File: src/rtl/cbhp_pkg.sv
// Package with the types and constants shared by the canonical block header parser.
package cbhp_pkg;

	localparam int unsigned SDNV_MAX_BYTES = 10;
	localparam int unsigned BYTE_W         = 8;
	localparam int unsigned SIZE_W         = 32;
	localparam int unsigned VALUE_W        = 64;
	localparam int unsigned GROUP_W        = 7;

	typedef enum logic [1:0] {
		KIND_HEADER = 2'd0,
		KIND_DATA   = 2'd1,
		KIND_ERROR  = 2'd2
	} result_kind_t;

	typedef enum logic [2:0] {
		ERR_NONE      = 3'd0,
		ERR_BUF_SMALL = 3'd1,
		ERR_FLAGS_BAD = 3'd2,
		ERR_LEN_BAD   = 3'd3,
		ERR_LEN_BIG   = 3'd4
	} error_code_t;

	typedef enum logic [1:0] {
		PH_IDLE  = 2'd0,
		PH_FLAGS = 2'd1,
		PH_LEN   = 2'd2,
		PH_DATA  = 2'd3
	} phase_t;

	typedef struct packed {
		logic [BYTE_W-1:0] in_byte;
		logic              start_req;
		logic [SIZE_W-1:0] buffer_size;
	} in_item_t;

	typedef struct packed {
		result_kind_t       result_kind;
		logic [BYTE_W-1:0]  block_type;
		logic [VALUE_W-1:0] block_flags;
		logic [SIZE_W-1:0]  data_length;
		logic [BYTE_W-1:0]  out_byte;
		logic               last;
		logic [SIZE_W-1:0]  bytes_consumed;
		error_code_t        error_code;
	} out_item_t;

endpackage

File: src/rtl/canonical_block_header_parser_unit.sv
// Top level of the canonical block header parser: byte-serial SDNV header decode and data pass.
//
// The block takes one byte of a serialized canonical block per input transaction on
// in_valid/in_ready with payload in_data. A byte with start_req set begins a new block
// (aborting any block in progress) and latches buffer_size. The block decodes the type
// byte, the flags SDNV and the length SDNV, then gives one header result, then one data
// result per data byte, the last one marked with last and the total byte count. Every
// error gives one error result with last set, and the block goes back to waiting for a
// start byte. Bytes outside a block give no result.
// Each byte goes into an input register, is decoded by one pass of logic against the
// parser state, and its result lands in the output register; one byte can be accepted in
// every cycle while the receiver does not stall.
// The rate is set by the single state update per byte (SDNV shift-accumulate, counters).
// When the receiver stalls, the result register holds and the input register fills;
// in_ready falls only when both are full. Reset clears both valid flags and returns the
// parser to idle; no clearing pass is needed.
module canonical_block_header_parser_unit #(
	parameter int unsigned SdnvMaxBytes = cbhp_pkg::SDNV_MAX_BYTES
) (
	input  logic                clk,
	input  logic                arst_n,
	input  logic                in_valid,
	output logic                in_ready,
	input  cbhp_pkg::in_item_t  in_data,
	output logic                out_valid,
	input  logic                out_ready,
	output cbhp_pkg::out_item_t out_data
);

	localparam int unsigned CntW = $clog2(SdnvMaxBytes + 1);
	localparam int unsigned VW   = cbhp_pkg::VALUE_W;
	localparam int unsigned SW   = cbhp_pkg::SIZE_W;
	localparam int unsigned BW   = cbhp_pkg::BYTE_W;
	localparam int unsigned GW   = cbhp_pkg::GROUP_W;

	logic                valid_s1;
	cbhp_pkg::in_item_t  item_s1;
	logic                out_valid_q;
	cbhp_pkg::out_item_t out_data_q;

	cbhp_pkg::phase_t phase_q, phase_d;
	logic [BW-1:0]    type_q, type_d;
	logic [VW-1:0]    flags_q, flags_d;
	logic [VW-1:0]    accum_q, accum_d;
	logic [CntW-1:0]  count_q, count_d;
	logic [SW-1:0]    remaining_q, remaining_d;
	logic [SW-1:0]    data_left_q, data_left_d;
	logic [SW-1:0]    consumed_q, consumed_d;

	logic                advance;
	logic                fire;
	logic                res_vld;
	cbhp_pkg::out_item_t res;

	logic            buf_small;
	logic            cont;
	logic            sdnv_bad;
	logic [VW-1:0]   accum_nx;
	logic [CntW-1:0] cnt_inc;
	logic [SW-1:0]   rem_dec;
	logic [SW-1:0]   cons_inc;
	logic            len_big;
	logic            data_end;

	assign advance  = !out_valid_q || out_ready;
	assign fire     = valid_s1 && advance;
	assign in_ready = !valid_s1 || advance;

	assign buf_small = (item_s1.buffer_size[SW-1:1] == '0);
	assign cont      = item_s1.in_byte[BW-1];
	assign accum_nx  = {accum_q[VW-GW-1:0], item_s1.in_byte[GW-1:0]};
	assign cnt_inc   = count_q + CntW'(1);
	assign rem_dec   = remaining_q - SW'(1);
	assign cons_inc  = consumed_q + SW'(1);
	assign sdnv_bad  = (accum_q[VW-1:VW-GW] != '0)
		|| (cont && ((cnt_inc >= CntW'(SdnvMaxBytes)) || (rem_dec == '0)));
	assign len_big   = (accum_nx > {{(VW-SW){1'b0}}, rem_dec});
	assign data_end  = (data_left_q == SW'(1));

	always_comb begin
		phase_d = phase_q;
		if (fire) begin
			if (item_s1.start_req) begin
				phase_d = buf_small ? cbhp_pkg::PH_IDLE : cbhp_pkg::PH_FLAGS;
			end else begin
				unique case (phase_q)
					cbhp_pkg::PH_IDLE: begin
						phase_d = cbhp_pkg::PH_IDLE;
					end
					cbhp_pkg::PH_FLAGS: begin
						priority if (sdnv_bad) phase_d = cbhp_pkg::PH_IDLE;
						else if (cont) phase_d = cbhp_pkg::PH_FLAGS;
						else if (rem_dec == '0) phase_d = cbhp_pkg::PH_IDLE;
						else phase_d = cbhp_pkg::PH_LEN;
					end
					cbhp_pkg::PH_LEN: begin
						priority if (sdnv_bad) phase_d = cbhp_pkg::PH_IDLE;
						else if (cont) phase_d = cbhp_pkg::PH_LEN;
						else if (len_big) phase_d = cbhp_pkg::PH_IDLE;
						else if (accum_nx == '0) phase_d = cbhp_pkg::PH_IDLE;
						else phase_d = cbhp_pkg::PH_DATA;
					end
					cbhp_pkg::PH_DATA: begin
						phase_d = data_end ? cbhp_pkg::PH_IDLE : cbhp_pkg::PH_DATA;
					end
					default: begin
						phase_d = cbhp_pkg::PH_IDLE;
					end
				endcase
			end
		end
	end

	always_comb begin
		type_d      = type_q;
		flags_d     = flags_q;
		accum_d     = accum_q;
		count_d     = count_q;
		remaining_d = remaining_q;
		data_left_d = data_left_q;
		consumed_d  = consumed_q;
		res_vld     = 1'b0;
		res         = '0;
		if (fire) begin
			if (item_s1.start_req) begin
				if (buf_small) begin
					res_vld          = 1'b1;
					res.result_kind  = cbhp_pkg::KIND_ERROR;
					res.last         = 1'b1;
					res.error_code   = cbhp_pkg::ERR_BUF_SMALL;
				end else begin
					type_d      = item_s1.in_byte;
					flags_d     = '0;
					remaining_d = item_s1.buffer_size - SW'(1);
					consumed_d  = SW'(1);
					data_left_d = '0;
					accum_d     = '0;
					count_d     = '0;
				end
			end else begin
				unique case (phase_q)
					cbhp_pkg::PH_IDLE: begin
						res_vld = 1'b0;
					end
					cbhp_pkg::PH_FLAGS: begin
						if (sdnv_bad) begin
							res_vld         = 1'b1;
							res.result_kind = cbhp_pkg::KIND_ERROR;
							res.last        = 1'b1;
							res.error_code  = cbhp_pkg::ERR_FLAGS_BAD;
						end else begin
							remaining_d = rem_dec;
							consumed_d  = cons_inc;
							if (cont) begin
								accum_d = accum_nx;
								count_d = cnt_inc;
							end else begin
								flags_d = accum_nx;
								accum_d = '0;
								count_d = '0;
								if (rem_dec == '0) begin
									res_vld         = 1'b1;
									res.result_kind = cbhp_pkg::KIND_ERROR;
									res.last        = 1'b1;
									res.error_code  = cbhp_pkg::ERR_LEN_BAD;
								end
							end
						end
					end
					cbhp_pkg::PH_LEN: begin
						if (sdnv_bad) begin
							res_vld         = 1'b1;
							res.result_kind = cbhp_pkg::KIND_ERROR;
							res.last        = 1'b1;
							res.error_code  = cbhp_pkg::ERR_LEN_BAD;
						end else begin
							remaining_d = rem_dec;
							consumed_d  = cons_inc;
							accum_d     = accum_nx;
							count_d     = cnt_inc;
							if (!cont) begin
								res_vld = 1'b1;
								if (len_big) begin
									res.result_kind = cbhp_pkg::KIND_ERROR;
									res.last        = 1'b1;
									res.error_code  = cbhp_pkg::ERR_LEN_BIG;
								end else begin
									data_left_d     = accum_nx[SW-1:0];
									res.result_kind = cbhp_pkg::KIND_HEADER;
									res.block_type  = type_q;
									res.block_flags = flags_q;
									res.data_length = accum_nx[SW-1:0];
									if (accum_nx == '0) begin
										res.last           = 1'b1;
										res.bytes_consumed = cons_inc;
									end
								end
							end
						end
					end
					cbhp_pkg::PH_DATA: begin
						res_vld         = 1'b1;
						res.result_kind = cbhp_pkg::KIND_DATA;
						res.out_byte    = item_s1.in_byte;
						consumed_d      = cons_inc;
						remaining_d     = rem_dec;
						data_left_d     = data_left_q - SW'(1);
						if (data_end) begin
							res.last           = 1'b1;
							res.bytes_consumed = cons_inc;
						end
					end
					default: begin
						res_vld = 1'b0;
					end
				endcase
			end
		end
	end

	always_ff @(posedge clk or negedge arst_n) begin
		if (!arst_n) begin
			valid_s1    <= 1'b0;
			out_valid_q <= 1'b0;
			phase_q     <= cbhp_pkg::PH_IDLE;
			type_q      <= '0;
			flags_q     <= '0;
			accum_q     <= '0;
			count_q     <= '0;
			remaining_q <= '0;
			data_left_q <= '0;
			consumed_q  <= '0;
		end else begin
			if (in_ready) begin
				valid_s1 <= in_valid;
			end
			if (advance) begin
				out_valid_q <= res_vld;
			end
			phase_q     <= phase_d;
			type_q      <= type_d;
			flags_q     <= flags_d;
			accum_q     <= accum_d;
			count_q     <= count_d;
			remaining_q <= remaining_d;
			data_left_q <= data_left_d;
			consumed_q  <= consumed_d;
		end
	end

	always_ff @(posedge clk) begin
		if (in_ready && in_valid) begin
			item_s1 <= in_data;
		end
		if (advance) begin
			out_data_q <= res;
		end
	end

	assign out_valid = out_valid_q;
	assign out_data  = out_data_q;

	a_error_is_last: assert property (@(posedge clk) disable iff (!arst_n)
		out_valid_q && (out_data_q.result_kind == cbhp_pkg::KIND_ERROR) |-> out_data_q.last)
		else $error("error result without last");

	a_code_only_on_error: assert property (@(posedge clk) disable iff (!arst_n)
		out_valid_q && (out_data_q.result_kind != cbhp_pkg::KIND_ERROR)
		|-> (out_data_q.error_code == cbhp_pkg::ERR_NONE))
		else $error("error code on a non-error result");

	a_data_left_nonzero: assert property (@(posedge clk) disable iff (!arst_n)
		(phase_q == cbhp_pkg::PH_DATA) |-> (data_left_q != '0))
		else $error("data phase with no data left");

	a_sdnv_count_bound: assert property (@(posedge clk) disable iff (!arst_n)
		(count_q <= CntW'(SdnvMaxBytes)))
		else $error("SDNV byte count past its limit");

	a_empty_output_ready: assert property (@(posedge clk) disable iff (!arst_n)
		!out_valid_q |-> in_ready)
		else $error("input stalled while the result register is empty");

endmodule

File: config.mk
export PLATFORM = sky130hd
export DESIGN_NAME = canonical_block_header_parser_unit
export DESIGN_NICKNAME = d
export VERILOG_FILES = /design/src/rtl/cbhp_pkg.sv /design/src/rtl/canonical_block_header_parser_unit.sv
export SDC_FILE = /design/constraint.sdc
export NUM_CORES = 1
export LEC_CHECK = 0
export ABC_AREA = 1
export BUFFER_PORTS_ARGS = -buffer_cell sky130_fd_sc_hd__buf_4
export CAP_MARGIN = 20
export CORE_MARGIN = 5
export CORE_UTILIZATION = 35
export DETAILED_ROUTE_END_ITERATION = 12
export GPL_TIMING_DRIVEN = 0
export MAX_ROUTING_LAYER = met4
export SYNTH_ARGS = -nofsm -noshare
export SYNTH_HDL_FRONTEND = slang
export SYNTH_SLANG_ARGS = --single-unit
export TNS_END_PERCENT = 5
File: constraint.sdc
create_clock -name clk -period 4.8 [get_ports clk]
set_input_delay 0.96 -clock clk [delete_from_list [all_inputs] [get_ports clk]]
set_output_delay 0.96 -clock clk [all_outputs]
set_load 0.02 [all_outputs]
Word level (Yosys, flattened, before mapping)
Cells that the tools add are included.
W data, S select, Z words.
Storage, ports and cells
  register bits: 431
  input port bits: 45
  logic and storage cells: 149
Operators by class
  add/sub/neg operators: 5
  order comparisons: 2
  eq/ne operators: 12
  mux-type cells: 78
  bitwise gates (word level): 4
  reductions and logical operators: 27
Operators with widths (number)
  $mux W64: 9
  $mux W32: 13
  $pmux W32 S2: 4
  $pmux W64 S2: 1
  $mux W106: 1
  $mux W104: 1
  $sub A32 B1 Y32 const B: 3
  $mux W33: 2
  $gt A64 B32 Y1: 1
  $logic_not A64 Y1: 1
  $mux W2: 19
  $mux W36: 1
  $add A32 B1 Y32 const B: 1
  $eq A32 B1 Y1 const B: 1
  $logic_not A32 Y1: 1
  $logic_not A31 Y1: 1
  $mux W4: 5
  $ne A3 B3 Y1 const B: 5
  $mux W1: 13
  $reduce_and A5 Y1: 2
  $mux W3: 3
  $reduce_bool A3 Y1: 3
  $pmux W2 S4: 1
  $pmux W4 S2: 1
  other kinds (22): 35

Depth between registers and ports, before layout
Gate-level depths: netlist (run 1).
  word-level depth: 9
  gate-level depth with buffers: 26

Least setup slack after synthesis (run 1)
OpenSTA, ideal clock, no wires.
  path type: input to register
  from: input out_ready
  to: register data_left_q[22]
  library setup time: 0.077 ns
  data arrival time: 5.802 ns
  required time: 4.723 ns
  slack: -1.080 ns
  cell stages on the path: 10
  path buffers: 2
  cells stage by stage: inv_1 > nand2_1 > nand2_1 > clkbuf_1 > nor4_1 > nand2_1 > inv_2 > buf_1 > nand2_1 > o21ai_1
On the way
  cells in the longest elaborated chain, start to end: 3
RTL lines
  start, declared: RTL line canonical_block_header_parser_unit.sv:26  | input logic out_ready,
  $logic_or A1 B1 Y1: RTL line canonical_block_header_parser_unit.sv:65  | assign advance = !out_valid_q || out_ready;
  net advance: RTL line canonical_block_header_parser_unit.sv:50  | logic advance;
  $logic_and A1 B1 Y1: RTL line canonical_block_header_parser_unit.sv:66  | assign fire = valid_s1 && advance;
  $reduce_and A6 Y1 (no source line)
  end signal, assigned: RTL line canonical_block_header_parser_unit.sv:246  | data_left_q <= data_left_d;
  end, declared: RTL line canonical_block_header_parser_unit.sv:47  | logic [SW-1:0] data_left_q, data_left_d;
The timed path passes the listed nets, and every way through them passes these cells.
A chain may end at the register's enable or synchronous reset.

Final worst setup path (run 1)
  from: register remaining_q[0]
  to: register out_data_q (netlist bit out_data[62]), data pin
On the way
  cells in the longest elaborated chain, start to end: 6
  elaborated cells on any way between the ends: 7
  those cells by class: 1 x add/sub; 1 x order compare; 5 x reduce/logical
RTL lines
  start, declared: RTL line canonical_block_header_parser_unit.sv:46  | logic [SW-1:0] remaining_q, remaining_d;
  start signal, assigned: RTL line canonical_block_header_parser_unit.sv:245  | remaining_q <= remaining_d;
  $sub A32 B1 Y32 (*): RTL line canonical_block_header_parser_unit.sv:73  | assign rem_dec = remaining_q - SW'(1);
  branches (longest 4 deep; another with $gt A64 B32 Y1)
  $reduce_or A6 Y1 (no source line) (*)
  end signal, assigned: RTL line canonical_block_header_parser_unit.sv:256  | out_data_q <= res;
  end, declared: RTL line canonical_block_header_parser_unit.sv:39  | cbhp_pkg::out_item_t out_data_q;
Every way passes the cells marked *.

==> summary.log, run 1 <==
[run_status] status finished clean
[global_route] largest net degree at the start of global routing 115
[final_layout] area growth from synthesis to final layout 20.23%
[clock_network] maximum clock insertion buffer count 3
[yosys] area share of xor/xnor cells in the synthesized design 1.971%
[global_route] Total Routing Usage GR 19.43%
[placement] count of input and output buffers 196
[floorplan] effective utilization at floorplan 35.29%
[power_and_ir_drop] net switching component of the power 3.871 mW
[drt] detailed router's first-iteration violation count 1424
[yosys] post-synthesis compound-gate area fraction 10.12%
[setup_path] critical path buffer and inverter count 5
[global_route] total congestion overflow after global routing 0
[final_layout] total area of multi-input combinational cells 8397 um^2
[final_layout] fraction of layout cells with a size suffix above 1 16.41%
[sta] Least-Margin Pin Slew 1.010 ns
[power_and_ir_drop] static power due to leakage 11.37 nW
[sta] hold violation count in the final report 0
[power_and_ir_drop] fraction of power consumed by the clock network 35.6%
[clock_network] number of clock sinks seen by CTS 431
[sta] setup repair after global routing missed its margin false
[drt] detailed-route wire length per cell 18.18 um
[sta] Achievable Freq 0.2226 GHz
[yosys] sequential cell area fraction in the yosys report 53.92%
[setup_path] Worst path top cell family by delay simple AND/OR/NAND/NOR gates
[yosys] Net Count, Synth 2539
[global_route] via count of the first global-routing pass 17481
[global_route] first-pass GRT wire length 99800 um
[power_and_ir_drop] power density over cell area 437.3 nW/um^2
[sta] Max-Slew Margin vs Limit 32.68%
[floorplan] die boundary width 259.4 um
[final_layout] Register Area 11740 um^2
[yosys] dominant combinational cell family by area after synthesis simple AND/OR/NAND/NOR gates
[yosys] register bit count reported by yosys 431
[setup_path] Crit Reg-Reg Startpoint remaining_q[0]$_DFFE_PN0P_
[setup_path] cell-by-cell trace of the critical path inv_1 -> ha_1 -> nand3_2 -> inv_2 -> nand2_2 -> nor2_1 -> nand2_1 -> nand2_1 -> inv_1 -> ha_1 -> nand2_1 -> nor2_1 -> nand4_1 -> nor3_1 -> nand4_1 -> a21boi_2 -> nand4_2 -> or2_1 -> buf_6 -> buf_4 -> nor2_1
[clock_network] CTS tree yes
[setup_path] worst endpoint data arrival time 4.89 ns
[setup_path] critical path startpoint category flip-flop
[yosys] post-synthesis mux area share 0%
[drt] number of vias after detailed routing 17641
[clock_network] CTS Hold Buffers Added 0
[power_and_ir_drop] Internal Dissipation 7.578 mW
[drt] final routed wirelength across all metal layers 65090 um
[power_and_ir_drop] total chip power 11.45 mW
[clock_network] CTS clock-pin slew for the worst setup and hold paths 0.06 ns
[setup_path] type of the worst setup path reg2reg
[yosys] Synth Area per Inst 8.888 um^2
[yosys] Post-Synth Adder-Cell Area 2.528%
[setup_path] endpoint type of the worst setup path flip-flop
[clock_network] number of buffers created by CTS 50
[yosys] post-synthesis cell count 2450
[sta] final worst-path cycle share 93.58%
[sta] setup slack after layout 0.3082 ns
[clock_network] clock tree root buffer cell clkbuf_16
[placement] weighted congestion at the end of routability-driven global placement 0.9158
[setup_path] slowest stage cell, crit path dfrtp_1
[power_and_ir_drop] Net Sw Frac 33.81%
[setup_path] required time of the critical path 5.20 ns
[global_route] number of antenna violations at the first check in global routing 0
[yosys] Netlist cell types 54
[drt] Via density 4.928
[setup_path] launching instance or port of the critical path remaining_q[0]$_DFFE_PN0P_
[setup_path] longest individual stage delay on the worst path 0.41 ns
[drt] TritonRoute pass-1 iters 5
[power_and_ir_drop] Gate power share 24.3%
[sta] total count of max-transition violations in the final report 0
[final_layout] antenna cells 0
[floorplan] count of pins on the block boundary 197
[sta] worst clock skew 0.03310 ns
[yosys] leading register cell type out of synthesis dfrtp_1
[floorplan] area of the core 61710 um^2
[yosys] Simple-Gate Fraction of Synth Area 23.81%
[clock_network] Worst-Skew Late Latency 0.61 ns
[sta] clock period minus worst slack 4.492 ns
[power_and_ir_drop] worst ir drop on vdd 254.3 uV
[final_layout] FILL cells 6139
[run] maxcap violations 0
[drt] post-detailed-route count of antenna-violating nets 0
[floorplan] die area 67300 um^2
[setup_path] highest net fanout along the worst path 10
[clock_network] maximum level of the CTS H-tree 2
[power_and_ir_drop] portion of total power attributed to sequential cells 40.1%
[floorplan] y dimension of the die 259.4 um
[sta] number of endpoints failing setup at the final stage 0
[clock_network] post-CTS setup repair buffer count 0
[floorplan] standard-cell rows 91
[placement] Post-Place Setup Slack -0.3012 ns
[yosys] Post-synth ARST share 55.68%
[yosys] cell area after technology mapping 21780 um^2
[yosys] count of flip-flops with a built-in enable after synthesis 191
[placement] HPWL after detailed placement 49090 um
[final_layout] number of nets in the finished design 2790
[yosys] synth warn 0
[min_path] type of the worst min-delay path in2async
[drt] remaining design rule violation count 0
timing repair:
item | CTS | global route
gates cloned | 0 | 0
pin swaps | 0 | 2
gates resized for setup | 2 | 12
setup endpoints to repair | 8 | 43
cells in the mapped netlist, types with 3 or more instances:
cell / instances / area, um^2
a22oi_1: 3 / 22.52
dfrtp_1: 240 / 6006
edfxtp_1: 191 / 5736
buf_2: 16 / 80.08
a32oi_1: 3 / 26.28
a21oi_1: 127 / 635.6
nand3b_1: 5 / 37.54
buf_1: 4 / 15.01
ha_1: 44 / 550.5
o21a_1: 4 / 30.03
o31ai_1: 5 / 37.54
nor3_1: 31 / 155.2
buf_12: 6 / 120.1
xnor2_1: 19 / 166.4
o22ai_1: 5 / 31.28
nor2_2: 12 / 75.07
xor2_1: 30 / 262.8
nor2_1: 357 / 1340
nand2_2: 12 / 75.07
nor4_1: 19 / 118.9
or2_2: 7 / 43.79
o211ai_1: 6 / 45.04
o21ai_0: 149 / 745.7
inv_2: 12 / 45.04
o21ai_1: 104 / 520.5
nor2_4: 64 / 720.7
o21bai_1: 5 / 37.54
inv_1: 273 / 1025
clkbuf_1: 49 / 183.9
buf_6: 10 / 112.6
o221ai_1: 3 / 26.28
nand2_1: 474 / 1779
nand3_1: 94 / 470.5
buf_4: 8 / 60.06
nand4_1: 36 / 225.2
logic make-up (layout without fill, tap and decap cells):
group / count (synthesis) / in the layout
buffers and inverters: 381 / 674
and+or+nand+nor: 1125 / 1125
AOI/OAI and AO/OA: 420 / 420
adders and majority gates: 44 / 44
xor gates and xnor gates: 49 / 49
DFF: 431 / 431
worst register-to-register path: cells and delay by family, from the launching register on:
family / cells / cell delay [ns]
simple gates: 13 / 2.20
buf+inv: 5 / 0.78
fa+ha+maj: 2 / 0.58
flops: 1 / 0.41
compound gates: 1 / 0.34
layout by cell type, fill, tap and decap left out, types with 8 or more instances in the layout:
cell	n
nand2_1	472
nor2_1	355
inv_1	272
dfrtp_1	240
buf_4	203
edfxtp_1	191
o21ai_0	149
a21oi_1	127
o21ai_1	104
nand3_1	94
nor2_4	64
clkbuf_1	51
clkbuf_16	51
ha_1	44
nand4_1	36
nor3_1	31
xor2_1	30
nor4_1	19
xnor2_1	19
buf_2	17
nor2_2	14
nand2_2	13
inv_2	12
buf_6	10
clkinv_1	8
bufinv_16	8
clkinvlp_4	8
layer usage:
layer	share of wire, %	up-vias	routed length [um]	global-route usage [%]
met4	3.3	0	2118	6.488
li1	-	8555	-	-
met5	0	-	0	-
met2	47	545	30870	31.41
met1	43	8417	28080	25.09
met3	6.2	124	4020	3.220
state kept, by name, indices dropped and copies added, names as in the netlist:
| name | cells |
|---|---|
| out_data | 150 |
| accum_q | 64 |
| flags_q | 64 |
| item_s1 | 33 |
| consumed_q | 32 |
| data_left_q | 32 |
| remaining_q | 32 |
| type_q | 8 |
| accum_nx | 7 |
| count_q | 4 |
| phase_q | 2 |
| cont | 1 |
| out_valid | 1 |
| valid_s1 | 1 |
worst paths after layout:
check / to / slack, ns / cells past startpoint
hold reg to reg: flags_q[22]$_DFFE_PN0P_ / 0.48 / 2
setup reg to reg: out_data[62]$_SDFFCE_PP0P_ / 0.31 / 21
max in group asynchronous: remaining_q[19]$_DFFE_PN0P_ / 3.65 / 2
min in group clk: flags_q[22]$_DFFE_PN0P_ / 0.48 / 2
hold / removal: flags_q[20]$_DFFE_PN0P_ / 0.21 / 1
setup / recovery: out_data[62]$_SDFFCE_PP0P_ / 0.31 / 21
area by class of cell:
cell class	instances	area share, %
clock buffers	60	5.119
clock inverters	34	1.601
repair buffers	199	5.964
inverters	287	4.129
multi-input cells	1638	32.07
plain buffers	94	2.265
well taps	837	4.000
flip-flops and latches	431	44.85
power groups by stage:
stage,registers [mW],logic [mW],clock network (mW)
6_report,4.59,2.78,4.07
5_1_grt,4.65,3.12,4.32
4_1_cts,4.59,2.79,4.17
3_5_place_dp,4.66,2.77,0
3_3_place_gp,4.66,2.71,0
2_1_floorplan,4.69,1.79,0
per-stage QoR:
step           std cells  TNS (ns)  cell area [um^2]  utilization [%]  hold slack, ns
2_1_floorplan       2450         0             21780                -          0.4530
3_3_place_gp        3483   -245.44             24300            39.37          0.4693
3_5_place_dp        3486    -2.236             24400            39.54          0.4736
4_1_cts             3580         0             26170            42.40          0.1951
5_1_grt             3580         0             26180            42.42          0.2238
6_report            3580         0             26180            42.42          0.2123
No activity file was read; power rests on OpenSTA's default activity.
==> run 2: changes to the inputs <==
--- a/config.mk
+++ b/config.mk
@@ -13,6 +13,7 @@
 export DETAILED_ROUTE_END_ITERATION = 12
 export GPL_TIMING_DRIVEN = 0
 export MAX_ROUTING_LAYER = met4
+export REMOVE_ABC_BUFFERS = 1
 export SYNTH_ARGS = -nofsm -noshare
 export SYNTH_HDL_FRONTEND = slang
 export SYNTH_SLANG_ARGS = --single-unit
==> summary.log, run 2 (synthesis gave the netlist of run 1 again) <==
[run_status] status finished clean
[sta] Achievable Freq 0.2218 GHz
[setup_path] r2r setup slk 0.29 ns
[final_layout] fraction of layout cells with a size suffix above 1 15.86%
[power_and_ir_drop] Gate power share 24.4%
[sta] Max-Slew Margin vs Limit 35.59%
[drt] final routed wirelength across all metal layers 58140 um
[clock_network] maximum clock insertion buffer count 3
[run] maxcap violations 0
[setup_path] worst endpoint data arrival time 5.02 ns
[clock_network] number of buffers created by CTS 49
[sta] total count of max-transition violations in the final report 0
[clock_network] clock tree root buffer cell clkbuf_16
[global_route] total congestion overflow after global routing 0
[final_layout] FILL cells 6128
[clock_network] CTS clock-pin slew for the worst setup and hold paths 0.06 ns
[setup_path] longest individual stage delay on the worst path 0.41 ns
[final_layout] most common cell after layout, fill and taps aside nand2_1
[drt] TritonRoute pass-1 iters 6
[min_path] type of the worst min-delay path in2async
[clock_network] Worst-Skew Late Latency 0.60 ns
[clock_network] CTS tree yes
[global_route] Total Routing Usage GR 17.54%
[sta] final worst-path cycle share 93.93%
[global_route] first-pass GRT wire length 92870 um
[setup_path] critical path startpoint category flip-flop
[clock_network] number of clock sinks seen by CTS 431
[clock_network] CTS Hold Buffers Added 0
[power_and_ir_drop] worst ir drop on vdd 261.0 uV
[sta] number of endpoints failing setup at the final stage 0
[sta] clock period minus worst slack 4.509 ns
[drt] detailed router's first-iteration violation count 1162
[floorplan] count of pins on the block boundary 197
[floorplan] area of the core 61710 um^2
[drt] detailed-route wire length per cell 16.59 um
[setup_path] Crit Reg-Reg Startpoint remaining_q[0]$_DFFE_PN0P_
[placement] HPWL after detailed placement 41510 um
[floorplan] y dimension of the die 259.4 um
[placement] weighted congestion at the end of routability-driven global placement 0.8995
[drt] number of vias after detailed routing 17007
[floorplan] die area 67300 um^2
[setup_path] required time of the critical path 5.32 ns
[setup_path] highest net fanout along the worst path 31
[floorplan] die boundary width 259.4 um
[sta] worst clock skew 0.01884 ns
[final_layout] number of nets in the finished design 2716
[final_layout] area growth from synthesis to final layout 19.07%
[power_and_ir_drop] fraction of power consumed by the clock network 34.1%
[setup_path] cell-by-cell trace of the critical path inv_1 -> ha_1 -> nand3_2 -> inv_2 -> nand2_2 -> nor2_1 -> nand2_1 -> nand2_1 -> inv_1 -> ha_1 -> nand2_1 -> nor2_1 -> nand4_1 -> nor3_2 -> nand4_1 -> a21boi_4 -> nor2_1 -> nand2_1 -> nand2_2 -> buf_16 -> inv_2 -> o21ai_0 -> o21ai_0
[sta] setup repair after global routing missed its margin true
[setup_path] reg-to-reg endpoint data_left_q[17]$_DFFE_PN0P_
[setup_path] slowest stage cell, crit path dfrtp_1
[final_layout] number of flip-flops in the largest register 150
[global_route] largest net degree at the start of global routing 115
[floorplan] standard-cell rows 91
[power_and_ir_drop] portion of total power attributed to sequential cells 41.6%
[final_layout] final standard cell utilization of the core 42.02%
[sta] Least-Margin Pin Slew 0.9652 ns
[placement] count of input and output buffers 196
[clock_network] maximum level of the CTS H-tree 2
[power_and_ir_drop] total chip power 11.07 mW
[power_and_ir_drop] net switching component of the power 3.744 mW
[drt] post-detailed-route count of antenna-violating nets 0
[power_and_ir_drop] Internal Dissipation 7.327 mW
[global_route] via count of the first global-routing pass 16726
[setup_path] r2r worst-path depth 23
[setup_path] type of the worst setup path reg2reg
[setup_path] endpoint type of the worst setup path flip-flop
[power_and_ir_drop] power density over cell area 427.0 nW/um^2
[power_and_ir_drop] static power due to leakage 11.29 nW
[power_and_ir_drop] Net Sw Frac 33.82%
[floorplan] effective utilization at floorplan 35.29%
[drt] Via density 4.854
[sta] hold violation count in the final report 0
[drt] remaining design rule violation count 0
[final_layout] most frequent cells in the layout nand2_1 (471), nor2_1 (355), inv_1 (272)
[final_layout] antenna cells 0
[global_route] number of antenna violations at the first check in global routing 1
[setup_path] Top cell by count, worst path nand2_1
## run 2: power groups by stage
stage                     logic, mW  clock network, mW  registers [mW]
after global placement         2.60                  0            4.69
after detailed placement       2.68                  0            4.67
final                          2.70               3.77            4.60
after CTS                      2.70               3.89            4.60
after floorplan                1.75                  0            4.71
after global routing           3.06               4.03            4.66
## run 2: worst max path at each step
stage                                     from                     endpoint  slack [ns]  cells after the start
global placement                     out_ready      flags_q[20]$_DFFE_PN0P_      -10.15                      8
floorplan                            out_ready      flags_q[32]$_DFFE_PN0P_       -4.89                      7
detailed placement  remaining_q[0]$_DFFE_PN0P_   out_data[57]$_SDFFCE_PP0P_       -0.35                     21
finish              remaining_q[0]$_DFFE_PN0P_  data_left_q[17]$_DFFE_PN0P_        0.29                     23
CTS                 remaining_q[0]$_DFFE_PN0P_  out_data[124]$_SDFFCE_PP0P_       0.006                     21
global route        remaining_q[0]$_DFFE_PN0P_  data_left_q[17]$_DFFE_PN0P_       -0.05                     23
## run 2: layout make-up
| class | instances | area (um^2) | share of cell area (%) |
|---|---|---|---|
| Clock buffer | 59 | 1274 | 4.912 |
| Tap cell | 837 | 1047 | 4.039 |
| Inverter | 287 | 1081 | 4.169 |
| Multi-Input combinational cell | 1639 | 8433 | 32.52 |
| Timing Repair Buffer | 219 | 2019 | 7.788 |
| Clock inverter | 32 | 332.8 | 1.284 |
| Sequential cell | 431 | 11740 | 45.28 |
## run 2: through the flow
stage	instance area (um^2)	setup TNS (ns)	hold WS [ns]	worst slack, ns	instances
after detailed placement	24170	-11.51	0.4727	-0.3535	3406
after global routing	25930	-0.05380	0.2577	-0.05358	3504
final	25930	0	0.2583	0.2915	3504
after global placement	23710	-2882.53	0.4655	-10.15	3389
after floorplan	21190	-1221.56	0.4530	-4.889	2356
after CTS	25830	0	0.2299	0.005634	3499
## run 2: timing repair
item / 4_1_cts / 5_1_grt
pin swaps: 2 / 1
buffers inserted: 0 / 2
gates resized for setup: 6 / 2
setup endpoints to repair: 75 / 63
gates cloned: 2 / 1
## run 2: worst max-delay path, delay by kind of cell, from the launching register on
kind / cells / cell delay, ns
compound gates: 3 / 0.62
fa+ha+maj: 2 / 0.58
buf+inv: 5 / 0.98
flops: 1 / 0.41
simple gates: 13 / 1.83
## run 2: layer usage
metal | part of all wire (%) | vias to the layer above | wire length [um] | track usage (%)
li1 | - | 8404 | - | -
met1 | 45 | 8094 | 26100 | 23.63
met2 | 48 | 428 | 28000 | 28.56
met3 | 5.0 | 81 | 2885 | 2.218
met4 | 2.0 | 0 | 1153 | 4.183
met5 | 0 | - | 0 | -
